===== config.mk =====
export PLATFORM = sky130hd
export DESIGN_NAME = battery_mode_and_cell_balance
export DESIGN_NICKNAME = d
export VERILOG_FILES = /design/src/sv/bmcb_pkg.sv /design/src/sv/battery_mode_and_cell_balance.sv /design/src/sv/bmcb_cfg.sv /design/src/sv/bmcb_step.sv
export SDC_FILE = /design/constraint.sdc
export NUM_CORES = 2
export LEC_CHECK = 0
export ABC_AREA = 0
export BUFFER_PORTS_ARGS = -buffer_cell sky130_fd_sc_hd__buf_2
export CAP_MARGIN = 20
export CORE_MARGIN = 4
export CORE_UTILIZATION = 23
export DETAILED_ROUTE_END_ITERATION = 7
export GPL_ROUTABILITY_DRIVEN = 0
export PLACE_DENSITY = 0.46
export SETUP_SLACK_MARGIN = 0.02
export SLEW_MARGIN = 40
export SYNTH_ARGS = -nofsm -noshare
export SYNTH_HDL_FRONTEND = slang
export SYNTH_HIERARCHICAL = 1
export SYNTH_SLANG_ARGS = --single-unit

===== constraint.sdc =====
create_clock -name clk -period 10.8 [get_ports clk]
set_input_delay 2.16 -clock clk [delete_from_list [all_inputs] [get_ports clk]]
set_output_delay 2.16 -clock clk [all_outputs]
set_load 0.005 [all_outputs]

===== src/sv/bmcb_pkg.sv =====
// shared types, constants and helpers for the battery mode and cell balance block
package bmcb_pkg;

  localparam int TIME_BITS     = 48;
  localparam int ADC_BITS      = 14;
  localparam int CUR_BITS      = 16;
  localparam int DB_BITS       = 15;
  localparam int TMR_BITS      = 32;
  localparam int POS_BITS      = 3;
  localparam int MASK_BITS     = 5;
  localparam int CFG_ADDR_BITS = 3;
  localparam int CFG_DATA_BITS = 32;

  localparam logic [CFG_ADDR_BITS-1:0] CFG_DEADBAND  = 3'd0;
  localparam logic [CFG_ADDR_BITS-1:0] CFG_IDLE_SHUT = 3'd1;
  localparam logic [CFG_ADDR_BITS-1:0] CFG_BAL_PER   = 3'd2;
  localparam logic [CFG_ADDR_BITS-1:0] CFG_BAL_ON    = 3'd3;
  localparam logic [CFG_ADDR_BITS-1:0] CFG_IMB_MIN   = 3'd4;
  localparam logic [CFG_ADDR_BITS-1:0] CFG_IMB_MAX   = 3'd5;

  localparam logic [DB_BITS-1:0]  RST_DEADBAND  = 15'd10;
  localparam logic [TMR_BITS-1:0] RST_IDLE_SHUT = 32'd10000000;
  localparam logic [TMR_BITS-1:0] RST_BAL_PER   = 32'd6000000;
  localparam logic [TMR_BITS-1:0] RST_BAL_ON    = 32'd5000000;
  localparam logic [ADC_BITS-1:0] RST_IMB_MIN   = ADC_BITS'(25);
  localparam logic [ADC_BITS-1:0] RST_IMB_MAX   = ADC_BITS'(1000);

  localparam logic [POS_BITS-1:0] POS_A = 3'd0;
  localparam logic [POS_BITS-1:0] POS_B = 3'd1;
  localparam logic [POS_BITS-1:0] POS_C = 3'd4;

  typedef enum logic [2:0] {
    MODE_INIT    = 3'd0,
    MODE_CHG     = 3'd1,
    MODE_DSG     = 3'd2,
    MODE_IDLEBAL = 3'd3,
    MODE_IDLE    = 3'd4
  } mode_t;

  typedef struct packed {
    logic [DB_BITS-1:0]  current_deadband;
    logic [TMR_BITS-1:0] idle_shutdown_us;
    logic [TMR_BITS-1:0] balance_period_us;
    logic [TMR_BITS-1:0] balance_on_us;
    logic [ADC_BITS-1:0] imbalance_min;
    logic [ADC_BITS-1:0] imbalance_max;
  } cfg_t;

  typedef struct packed {
    logic [TIME_BITS-1:0]       now_us;
    logic signed [CUR_BITS-1:0] current_code;
    logic [ADC_BITS-1:0]        cell_a;
    logic [ADC_BITS-1:0]        cell_b;
    logic [ADC_BITS-1:0]        cell_c;
  } in_item_t;

  typedef struct packed {
    logic [2:0]           battery_mode;
    logic                 bleed_write;
    logic [MASK_BITS-1:0] bleed_mask;
    logic                 bleed_active;
    logic [POS_BITS-1:0]  bleed_cell;
    logic                 shutdown_request;
    logic [ADC_BITS-1:0]  spread;
  } out_item_t;

  function automatic logic [POS_BITS-1:0] cell_pos(input logic [1:0] idx);
    logic [POS_BITS-1:0] p;
    case (idx)
      2'd1:    p = POS_B;
      2'd2:    p = POS_C;
      default: p = POS_A;
    endcase
    return p;
  endfunction

endpackage


===== src/sv/battery_mode_and_cell_balance.sv =====
// top level: input register, tick logic, result register and handshake
// an accepted beat is held in the input register, then in the result register that drives out_data
// throughput: one beat per cycle while out_stall is low; the tick logic sits between the input and result registers
// state advances as each beat moves from the input register to the result register
// reset (synchronous, rst_n low): both registers empty, mode initializing, timers zero
// configuration returns to its default values on reset
module battery_mode_and_cell_balance (
  input  logic                                clk,
  input  logic                                rst_n,
  input  logic                                in_valid,
  output logic                                in_stall,
  input  bmcb_pkg::in_item_t                  in_data,
  output logic                                out_valid,
  input  logic                                out_stall,
  output bmcb_pkg::out_item_t                 out_data,
  input  logic                                cfg_we,
  input  logic [bmcb_pkg::CFG_ADDR_BITS-1:0]  cfg_addr,
  input  logic [bmcb_pkg::CFG_DATA_BITS-1:0]  cfg_wdata
);

  bmcb_pkg::cfg_t      cfg;
  bmcb_pkg::in_item_t  in_data_r;
  bmcb_pkg::out_item_t out_data_r, res;
  logic                in_valid_r, out_valid_r;
  logic                out_load, adv, in_take;

  assign out_load = !out_valid_r || !out_stall;
  assign adv      = in_valid_r && out_load;
  assign in_stall = in_valid_r && !out_load;
  assign in_take  = in_valid && !in_stall;

  bmcb_cfg u_cfg (
    .clk       (clk),
    .rst_n     (rst_n),
    .cfg_we    (cfg_we),
    .cfg_addr  (cfg_addr),
    .cfg_wdata (cfg_wdata),
    .cfg       (cfg)
  );

  bmcb_step u_step (
    .clk     (clk),
    .rst_n   (rst_n),
    .tick_en (adv),
    .item    (in_data_r),
    .cfg     (cfg),
    .res     (res)
  );

  always_ff @(posedge clk) begin
    if (!rst_n) begin
      in_valid_r <= 1'b0;
    end else if (in_take) begin
      in_valid_r <= 1'b1;
    end else if (adv) begin
      in_valid_r <= 1'b0;
    end
  end

  always_ff @(posedge clk) begin
    if (in_take) begin
      in_data_r <= in_data;
    end
  end

  always_ff @(posedge clk) begin
    if (!rst_n) begin
      out_valid_r <= 1'b0;
    end else if (out_load) begin
      out_valid_r <= adv;
    end
  end

  always_ff @(posedge clk) begin
    if (adv) begin
      out_data_r <= res;
    end
  end

  assign out_valid = out_valid_r;
  assign out_data  = out_data_r;

  // input beat moves on whenever the result register is free
  a_adv_when_free: assert property (@(posedge clk) disable iff (!rst_n)
    in_valid_r && !out_valid_r |=> out_valid_r)
    else $error("held beat did not move to result register");

  a_cell_zero_idle: assert property (@(posedge clk) disable iff (!rst_n)
    out_valid_r |-> (out_data_r.bleed_active || out_data_r.bleed_cell == '0))
    else $error("bleed cell set while not bleeding");

  a_mask_onehot: assert property (@(posedge clk) disable iff (!rst_n)
    out_valid_r |-> ($onehot0(out_data_r.bleed_mask) &&
                     (out_data_r.bleed_mask == '0 || out_data_r.bleed_write)))
    else $error("bad bleed mask");

  a_shut_idle: assert property (@(posedge clk) disable iff (!rst_n)
    out_valid_r && out_data_r.shutdown_request |->
      out_data_r.battery_mode == bmcb_pkg::MODE_IDLE)
    else $error("shutdown outside idle mode");

endmodule


===== src/sv/bmcb_cfg.sv =====
// configuration register file with plain write port
module bmcb_cfg (
  input  logic                                clk,
  input  logic                                rst_n,
  input  logic                                cfg_we,
  input  logic [bmcb_pkg::CFG_ADDR_BITS-1:0]  cfg_addr,
  input  logic [bmcb_pkg::CFG_DATA_BITS-1:0]  cfg_wdata,
  output bmcb_pkg::cfg_t                      cfg
);

  bmcb_pkg::cfg_t cfg_r;

  always_ff @(posedge clk) begin
    if (!rst_n) begin
      cfg_r.current_deadband  <= bmcb_pkg::RST_DEADBAND;
      cfg_r.idle_shutdown_us  <= bmcb_pkg::RST_IDLE_SHUT;
      cfg_r.balance_period_us <= bmcb_pkg::RST_BAL_PER;
      cfg_r.balance_on_us     <= bmcb_pkg::RST_BAL_ON;
      cfg_r.imbalance_min     <= bmcb_pkg::RST_IMB_MIN;
      cfg_r.imbalance_max     <= bmcb_pkg::RST_IMB_MAX;
    end else if (cfg_we) begin
      unique case (cfg_addr)
        bmcb_pkg::CFG_DEADBAND:
          cfg_r.current_deadband <= cfg_wdata[bmcb_pkg::DB_BITS-1:0];
        bmcb_pkg::CFG_IDLE_SHUT:
          cfg_r.idle_shutdown_us <= cfg_wdata[bmcb_pkg::TMR_BITS-1:0];
        bmcb_pkg::CFG_BAL_PER:
          cfg_r.balance_period_us <= cfg_wdata[bmcb_pkg::TMR_BITS-1:0];
        bmcb_pkg::CFG_BAL_ON:
          cfg_r.balance_on_us <= cfg_wdata[bmcb_pkg::TMR_BITS-1:0];
        bmcb_pkg::CFG_IMB_MIN:
          cfg_r.imbalance_min <= cfg_wdata[bmcb_pkg::ADC_BITS-1:0];
        bmcb_pkg::CFG_IMB_MAX:
          cfg_r.imbalance_max <= cfg_wdata[bmcb_pkg::ADC_BITS-1:0];
        default: ;
      endcase
    end
  end

  assign cfg = cfg_r;

endmodule


===== src/sv/bmcb_step.sv =====
// per-tick mode, timer and balance logic with its state registers
module bmcb_step (
  input  logic                 clk,
  input  logic                 rst_n,
  input  logic                 tick_en,
  input  bmcb_pkg::in_item_t   item,
  input  bmcb_pkg::cfg_t       cfg,
  output bmcb_pkg::out_item_t  res
);

  localparam int TB = bmcb_pkg::TIME_BITS;
  localparam int AB = bmcb_pkg::ADC_BITS;

  bmcb_pkg::mode_t                mode_r, mode_nxt;
  logic [TB-1:0]                  acc_r, acc_nxt;
  logic [TB-1:0]                  prev_r;
  logic [TB-1:0]                  idle_since_r, idle_since_nxt;
  logic [TB-1:0]                  bal_start_r, bal_start_nxt;
  logic [bmcb_pkg::POS_BITS-1:0]  bleed_cell_r, bleed_cell_nxt;
  logic                           bleed_on_r, bleed_on_nxt;

  logic [TB-1:0]                  now;
  logic [TB-1:0]                  dt;
  logic [TB:0]                    acc_sum;
  logic signed [bmcb_pkg::CUR_BITS:0] cur_x, db_x;
  logic                           is_chg, is_dsg;
  logic [TB-1:0]                  idle_el, bal_el;
  logic                           shut;
  logic [AB-1:0]                  cv0, cv1, cv2, v_hi, v_lo, hi01, lo01;
  logic [1:0]                     hi_idx;
  logic [AB-1:0]                  spread;
  logic                           wr;
  logic [bmcb_pkg::MASK_BITS-1:0] mask;
  logic [bmcb_pkg::POS_BITS-1:0]  hi_pos;

  always_comb begin
    now     = item.now_us;
    dt      = (now >= prev_r) ? now - prev_r : '0;
    acc_sum = {1'b0, acc_r} + {1'b0, dt};
    cur_x   = {item.current_code[bmcb_pkg::CUR_BITS-1], item.current_code};
    db_x    = $signed({2'b00, cfg.current_deadband});
    is_chg  = cur_x > db_x;
    is_dsg  = cur_x < -db_x;

    mode_nxt       = mode_r;
    acc_nxt        = acc_r;
    idle_since_nxt = idle_since_r;
    shut           = 1'b0;
    idle_el        = '0;

    if (is_chg) begin
      mode_nxt = bmcb_pkg::MODE_CHG;
      acc_nxt  = acc_sum[TB] ? '1 : acc_sum[TB-1:0];
    end else if (is_dsg) begin
      mode_nxt = bmcb_pkg::MODE_DSG;
      acc_nxt  = '0;
    end else begin
      if (mode_r != bmcb_pkg::MODE_IDLE) idle_since_nxt = now;
      mode_nxt = (acc_r != '0) ? bmcb_pkg::MODE_IDLEBAL : bmcb_pkg::MODE_IDLE;
      acc_nxt  = (acc_r > dt) ? acc_r - dt : '0;
      idle_el  = (now >= idle_since_nxt) ? now - idle_since_nxt : '0;
      shut     = (mode_nxt == bmcb_pkg::MODE_IDLE) &&
                 (idle_el > TB'(cfg.idle_shutdown_us));
    end

    // highest and lowest cell, ties to the lower position
    cv0    = item.cell_a;
    cv1    = item.cell_b;
    cv2    = item.cell_c;
    hi_idx = (cv1 > cv0) ? 2'd1 : 2'd0;
    hi01   = (cv1 > cv0) ? cv1 : cv0;
    lo01   = (cv1 < cv0) ? cv1 : cv0;
    if (cv2 > hi01) hi_idx = 2'd2;
    v_hi   = (cv2 > hi01) ? cv2 : hi01;
    v_lo   = (cv2 < lo01) ? cv2 : lo01;
    spread = v_hi - v_lo;
    hi_pos = bmcb_pkg::cell_pos(hi_idx);

    bal_start_nxt  = bal_start_r;
    bleed_cell_nxt = bleed_cell_r;
    bleed_on_nxt   = bleed_on_r;
    wr             = 1'b0;
    mask           = '0;
    bal_el         = (now >= bal_start_r) ? now - bal_start_r : '0;

    if (mode_nxt == bmcb_pkg::MODE_CHG || mode_nxt == bmcb_pkg::MODE_IDLEBAL) begin
      if (spread > cfg.imbalance_min && spread < cfg.imbalance_max) begin
        if (bal_el > TB'(cfg.balance_period_us)) begin
          bal_start_nxt  = now;
          wr             = 1'b1;
          mask           = bmcb_pkg::MASK_BITS'(1) << hi_pos;
          bleed_cell_nxt = hi_pos;
          bleed_on_nxt   = 1'b1;
        end else if (bal_el > TB'(cfg.balance_on_us)) begin
          wr             = 1'b1;
          bleed_on_nxt   = 1'b0;
          bleed_cell_nxt = '0;
        end
      end else begin
        if (mode_nxt == bmcb_pkg::MODE_IDLEBAL) acc_nxt = '0;
        wr             = 1'b1;
        bleed_on_nxt   = 1'b0;
        bleed_cell_nxt = '0;
      end
    end else begin
      wr             = 1'b1;
      bleed_on_nxt   = 1'b0;
      bleed_cell_nxt = '0;
    end

    res.battery_mode     = mode_nxt;
    res.bleed_write      = wr;
    res.bleed_mask       = mask;
    res.bleed_active     = bleed_on_nxt;
    res.bleed_cell       = bleed_on_nxt ? bleed_cell_nxt : '0;
    res.shutdown_request = shut;
    res.spread           = spread;
  end

  always_ff @(posedge clk) begin
    if (!rst_n) begin
      mode_r       <= bmcb_pkg::MODE_INIT;
      acc_r        <= '0;
      prev_r       <= '0;
      idle_since_r <= '0;
      bal_start_r  <= '0;
      bleed_cell_r <= '0;
      bleed_on_r   <= 1'b0;
    end else if (tick_en) begin
      mode_r       <= mode_nxt;
      acc_r        <= acc_nxt;
      prev_r       <= now;
      idle_since_r <= idle_since_nxt;
      bal_start_r  <= bal_start_nxt;
      bleed_cell_r <= bleed_cell_nxt;
      bleed_on_r   <= bleed_on_nxt;
    end
  end

endmodule

* Word level (Yosys, flattened, before mapping) *
Index checks and enable logic that the tools add are counted.

storage, ports and cells
  register bits = 474
  word-level logic and storage cells = 124

operators by class
  add/subtract/negate cells = 7
  $lt $le $gt $ge = 15
  equal/unequal tests = 11
  shift-type cells = 1
  muxes and demuxes = 34
  bitwise gates (word level) = 4
  reductions and logical operators = 25

operators by type and width
  cell                                                                count
  48-bit two-way mux                                                  13
  48-bit subtractor                                                   4
  48-bit greater-or-equal comparator                                  3
  48-bit by 32-bit greater-than comparator with 1-bit output          3
  14-bit two-way mux                                                  4
  48-bit by 48-bit adder with 49-bit output                           1
  48-bit greater-than comparator                                      1
  48-bit nonzero test                                                 1
  14-bit greater-than comparator                                      3
  14-bit < comparator                                                 3
  3-bit two-way mux                                                   7
  16-bit by 17-bit < comparator with 1-bit output                     1
  15-bit negator with 17-bit output                                   1
  16-bit greater-than comparator                                      1
  14-bit subtractor                                                   1
  2-bit AND reduction                                                 6
  3-bit by 2-bit == test with 1-bit output (second input constant)    3
  3-bit == test (second input constant)                               3
  1-bit two-way mux                                                   8
  3-bit by 1-bit == test with 1-bit output (second input constant)    2
  3-bit case mux with 2 select lines                                  1
  3-bit AND reduction                                                 2
  1-bit logical AND                                                   5
  1-bit by 3-bit left shift with 5-bit output (first input constant)  1
  12 further kinds                                                    19

* Depth between registers and ports, before layout *
  depth after elaboration = 9
  depth in mapped cells = 50

* Hierarchy *
The synthesis kept the hierarchy.

by module, submodules not included
  module                         instances  cells each  area each (µm²)  seq. area each (µm²)
  bmcb_step                      1          3993        28686.3          3983.8
  bmcb_cfg                       1          520         5346.4           2782.7
  battery_mode_and_cell_balance  1          142         4107.7           4063.9

* Worst setup path before layout *
OpenSTA, ideal clock, no wires.

  kind = register to register
  start = register in_data_r[21] (netlist bit)
  end = register u_step.bal_start_r[39]
  setup time = 0.072 ns
  data arrival time = 8.680 ns
  data required time = 10.728 ns
  path slack = 2.048 ns
  cell stages (with the launch flop) = 49
  buffers on the path = 7
  cells stage by stage = edfxtp_1 -> ha_1 -> a21o_1 -> a21o_1 -> a21o_1 -> a2111oi_0 -> o211ai_1 -> buf_1 -> a21boi_0 -> clkbuf_1 -> clkbuf_1 -> mux2i_1 -> ha_1 -> o21a_1 -> o21a_1 -> o21a_1 -> o21a_1 -> o21ai_0 -> [... 13 more ...] -> a21boi_0 -> o21ai_0 -> nand2b_1 -> a21o_1 -> a21oi_1 -> xnor2_1 -> ha_1 -> nand4_1 -> nor2_1 -> a21oi_1 -> a221oi_1 -> o31a_1 -> and2_1 -> nand2_1 -> nor2_2 -> buf_6 -> buf_6 -> mux2i_1

RTL lines
  element                 RTL line                             text
  from (decl)             battery_mode_and_cell_balance.sv:22  bmcb_pkg::in_item_t in_data_r;
  from (signal assigned)  battery_mode_and_cell_balance.sv:62  in_data_r <= in_data;
  to (signal assigned)    bmcb_step.sv:134                     bal_start_r <= bal_start_nxt;
  to (decl)               bmcb_step.sv:18                      logic [TB-1:0] bal_start_r, bal_start_nxt;

==> impl_metrics.csv <==
group,metric,value,unit
status,status,"finished clean",
final_layout,fill_cells,18100,
synth,ys_seq_area_share,28.4,%
critical_path,cp-start-kind,"flop",
drt,wl,124000,um
critical_path,ff2ff_setup_slack,1.09,ns
critical_path,critical_path_arrival,10.26,ns
drt,viasPerCell,4.79,
power_and_ir_drop,finalPower,6.42,mW
clocking,clk_path_buf_depth,3,
drt,drtPass1Iterations,5,
power_and_ir_drop,cellPowerDensity,148,nW/um^2
grt,grt_max_degree,86,
hold_path,hold_depth,2,
die,die_w,415,um
run,max-cap-violations,0,
synth,ys_seq_elements,474,
timing,fmax,0.103,GHz
drt,drtIter0Drc,1943,
clocking,clk_latency,0.68,ns
critical_path,worstReg2RegEnd,"u_step/bal_start_r[46]",
power_and_ir_drop,clockPowerShare,32.1,%
critical_path,rr_worst_depth,41,
power_and_ir_drop,p_int,4.03,mW
synth,synth_edf_count,134,
final_layout,seq_area,10800,um^2
grt,overflow,0,
clocking,cts_root_buf,"clkbuf_16",
grt,grt.total_usage,13.8,%
die,io_pins,176,
timing,hold_viol,0,
final_layout,final_cell_mix,"511 x nand2_1, 450 x ha_1, 389 x nor2_1",
synth,syn_area,38100,um^2
clocking,clk_pin_slew,0.06,ns
hold_path,min_from,"u_step/bleed_cell_r[1]",
clocking,cts_sinks,474,
synth,synthCells,4655,
final_layout,final_nets,5309,
power_and_ir_drop,p_seq_share,31.8,%
power_and_ir_drop,p_sw,2.39,mW
timing,rsz0062_at_grt,"no",
synth,async_reset_ff_share,0,%
final_layout,multi_input_area,25000,um^2
timing,slew_headroom,37.7,%
final_layout,layout_commonest_cell,"nand2_1",
timing,setup_viol,0,
timing,period_share,89.9,%
power_and_ir_drop,pwr-share-comb,36.1,%
power_and_ir_drop,cellLeakagePower,18.0,nW
placement,dpl.hpwl,96800,um
critical_path,cpMostUsedCell,"o21ai_0",
power_and_ir_drop,swShare,37.3,%
drt,post_drt_wl_per_cell,17.9,um
die,rows,149,
hold_path,worstHoldEndpoint,"u_step/bleed_cell_r[1]",
final_layout,drive_gt1_share,8.01,%
critical_path,cp.required,11.35,ns
clocking,tritoncts,"done",
timing,fin_hold_ws,0.434,ns
clocking,cts_setup_buffers,0,
final_layout,area_growth,13.4,%
critical_path,r2r_start,"in_data_r[21]",
timing,finalClockSkew,0.0654,ns
power_and_ir_drop,peakVddDrop,0.000131,V
clocking,hold_buffers,0,
grt,antenna_found_initial,8,
synth,ys_types,100,
final_layout,stdcell_count,6947,
timing,tns,0,ns
drt,route.detailed.drc,0,
synth,synth_top_flop_cell,"dfxtp_1",
drt,ant_nets,0,
grt,grt_pass1_wl,192000,um
hold_path,min_path_type,"flop to flop",
clocking,h-tree-depth,2,
die,die_h,415,um
critical_path,end_kind,"flop",
critical_path,cp_max_fo,34,
critical_path,critPathLaunch,"in_data_r[21]",
die,start_util,23.1,%
grt,grt_pass1_vias,32900,
die,core_area,165000,um^2
clocking,cts_buffers,56,
critical_path,crit_type,"flop to flop",
timing,worst_pin_slew,0.911,ns
critical_path,slowest_delay,0.44,ns
synth,avgSynthCellArea,8.19,um^2
placement,port_buffers,175,
synth,yosys_warnings,6,
die,die-area,172000,um^2
drt,via_count,33300,
timing,drv_slew,0,
timing,timing.final.crit_period,9.71,ns
final_layout,post-route-util,26.3,%
placement,dp_cells,6837,
critical_path,critical-path-slowest-cell,"a2111oi_0",
worst max-delay path by stage:
stage	end	slack, ns	cells after the start
after global routing	u_step/bal_start_r[24]	0.16	44
after CTS	u_step/bal_start_r[46]	0.41	41
final	u_step/bal_start_r[46]	1.09	41
after detailed placement	u_step/bal_start_r[46]	0.48	40
after floorplan	u_step/bal_start_r[39]	2.05	48
after global placement	u_step/acc_r[40]	0.47	42
sequential cells by signal, indices dropped and copies added (netlist names):
register,cells
in_data_r,106
in_valid_r,1
out_data,28
out_valid,1
u_cfg/cfg,139
u_step/acc_r,48
u_step/bal_start_r,48
u_step/bleed_cell_r,3
u_step/bleed_on_r,1
u_step/idle_since_r,48
u_step/mode_r,3
u_step/prev_r,48
cell families after synthesis:
kind of cell,after synthesis,share of synthesized area (%)
simple gates,1428,17.5
other cells,1,0.00983
buf+inv,612,6.30
fa+ha+maj,456,15.1
flops,474,28.4
mux,323,8.49
xor+xnor,144,3.31
compound gates,1217,20.9
routing by layer:
metal / GRT usage (%) / routed length [um] / vias to the layer above
li1: - / - / 16800
met5: 0 / 34 / -
met2: 24.8 / 61000 / 575
met4: 3.56 / 3040 / 6
met1: 17.5 / 55800 / 15800
met3: 1.63 / 4350 / 141
synth_stat cells, types with 17 or more instances:
| master | n | area (um^2) |
|---|---|---|
| nand3_1 | 59 | 295 |
| and2_1 | 22 | 138 |
| nor4_1 | 37 | 231 |
| o21bai_1 | 61 | 458 |
| mux2i_1 | 320 | 3200 |
| o21ai_0 | 216 | 1080 |
| nand4_1 | 79 | 494 |
| o221ai_1 | 24 | 210 |
| nor2_1 | 391 | 1470 |
| dfxtp_1 | 340 | 6810 |
| o211ai_1 | 38 | 285 |
| nor3_1 | 65 | 325 |
| a21o_1 | 149 | 1120 |
| xnor2_1 | 86 | 753 |
| and3_1 | 23 | 144 |
| nand2_1 | 512 | 1920 |
| or2_2 | 17 | 106 |
| clkbuf_1 | 175 | 657 |
| buf_2 | 30 | 150 |
| xor2_1 | 58 | 508 |
| inv_1 | 387 | 1450 |
| a221oi_1 | 19 | 166 |
| a21oi_1 | 371 | 1860 |
| a31oi_1 | 20 | 125 |
| or3_1 | 17 | 106 |
| nor2b_1 | 107 | 669 |
| o21a_1 | 46 | 345 |
| a211oi_1 | 74 | 556 |
| edfxtp_1 | 134 | 4020 |
| ha_1 | 450 | 5630 |
| nand2b_1 | 41 | 257 |
timing repair:
item,CTS,global route
hold endpoints to repair,0,0
endpoints found under the setup margin,0,31
resized for setup,0,1
metrics by stage:
stage	cell area (um^2)	setup slack, ns
after floorplan	38100	2.05
after detailed placement	41300	0.481
after global placement	41200	0.471
after global routing	43300	0.161
after CTS	43200	0.406
final	43300	1.09
worst max-delay path: cells and delay by family (launching register included):
family / cells / cell delay [ns]
simple gates: 7 / 1.27
fa+ha+maj: 5 / 1.56
xor+xnor: 1 / 0.27
flops: 1 / 0.41
compound gates: 24 / 5.08
buf+inv: 1 / 0.29
mux: 3 / 0.63
cell type report:
class | instances | share of cell area (%)
Antenna cell | 3 | 0.0174
Clock buffer | 74 | 3.57
Clock inverter | 32 | 1.02
Inverter | 389 | 3.38
Multi-Input combinational cell | 3570 | 57.8
Sequential cell | 474 | 25.0
Tap cell | 2189 | 6.33
Timing Repair Buffer | 216 | 2.82
power groups by stage:
stage	Combinational (mW)	Sequential [mW]	Clock [mW]
2_1_floorplan	1.66	2.03	0
4_1_cts	2.32	2.04	2.14
5_1_grt	2.59	2.05	2.20
6_report	2.32	2.04	2.06
3_5_place_dp	2.30	2.08	0
3_3_place_gp	2.28	2.08	0
No activity file was read; power rests on OpenSTA's default activity.
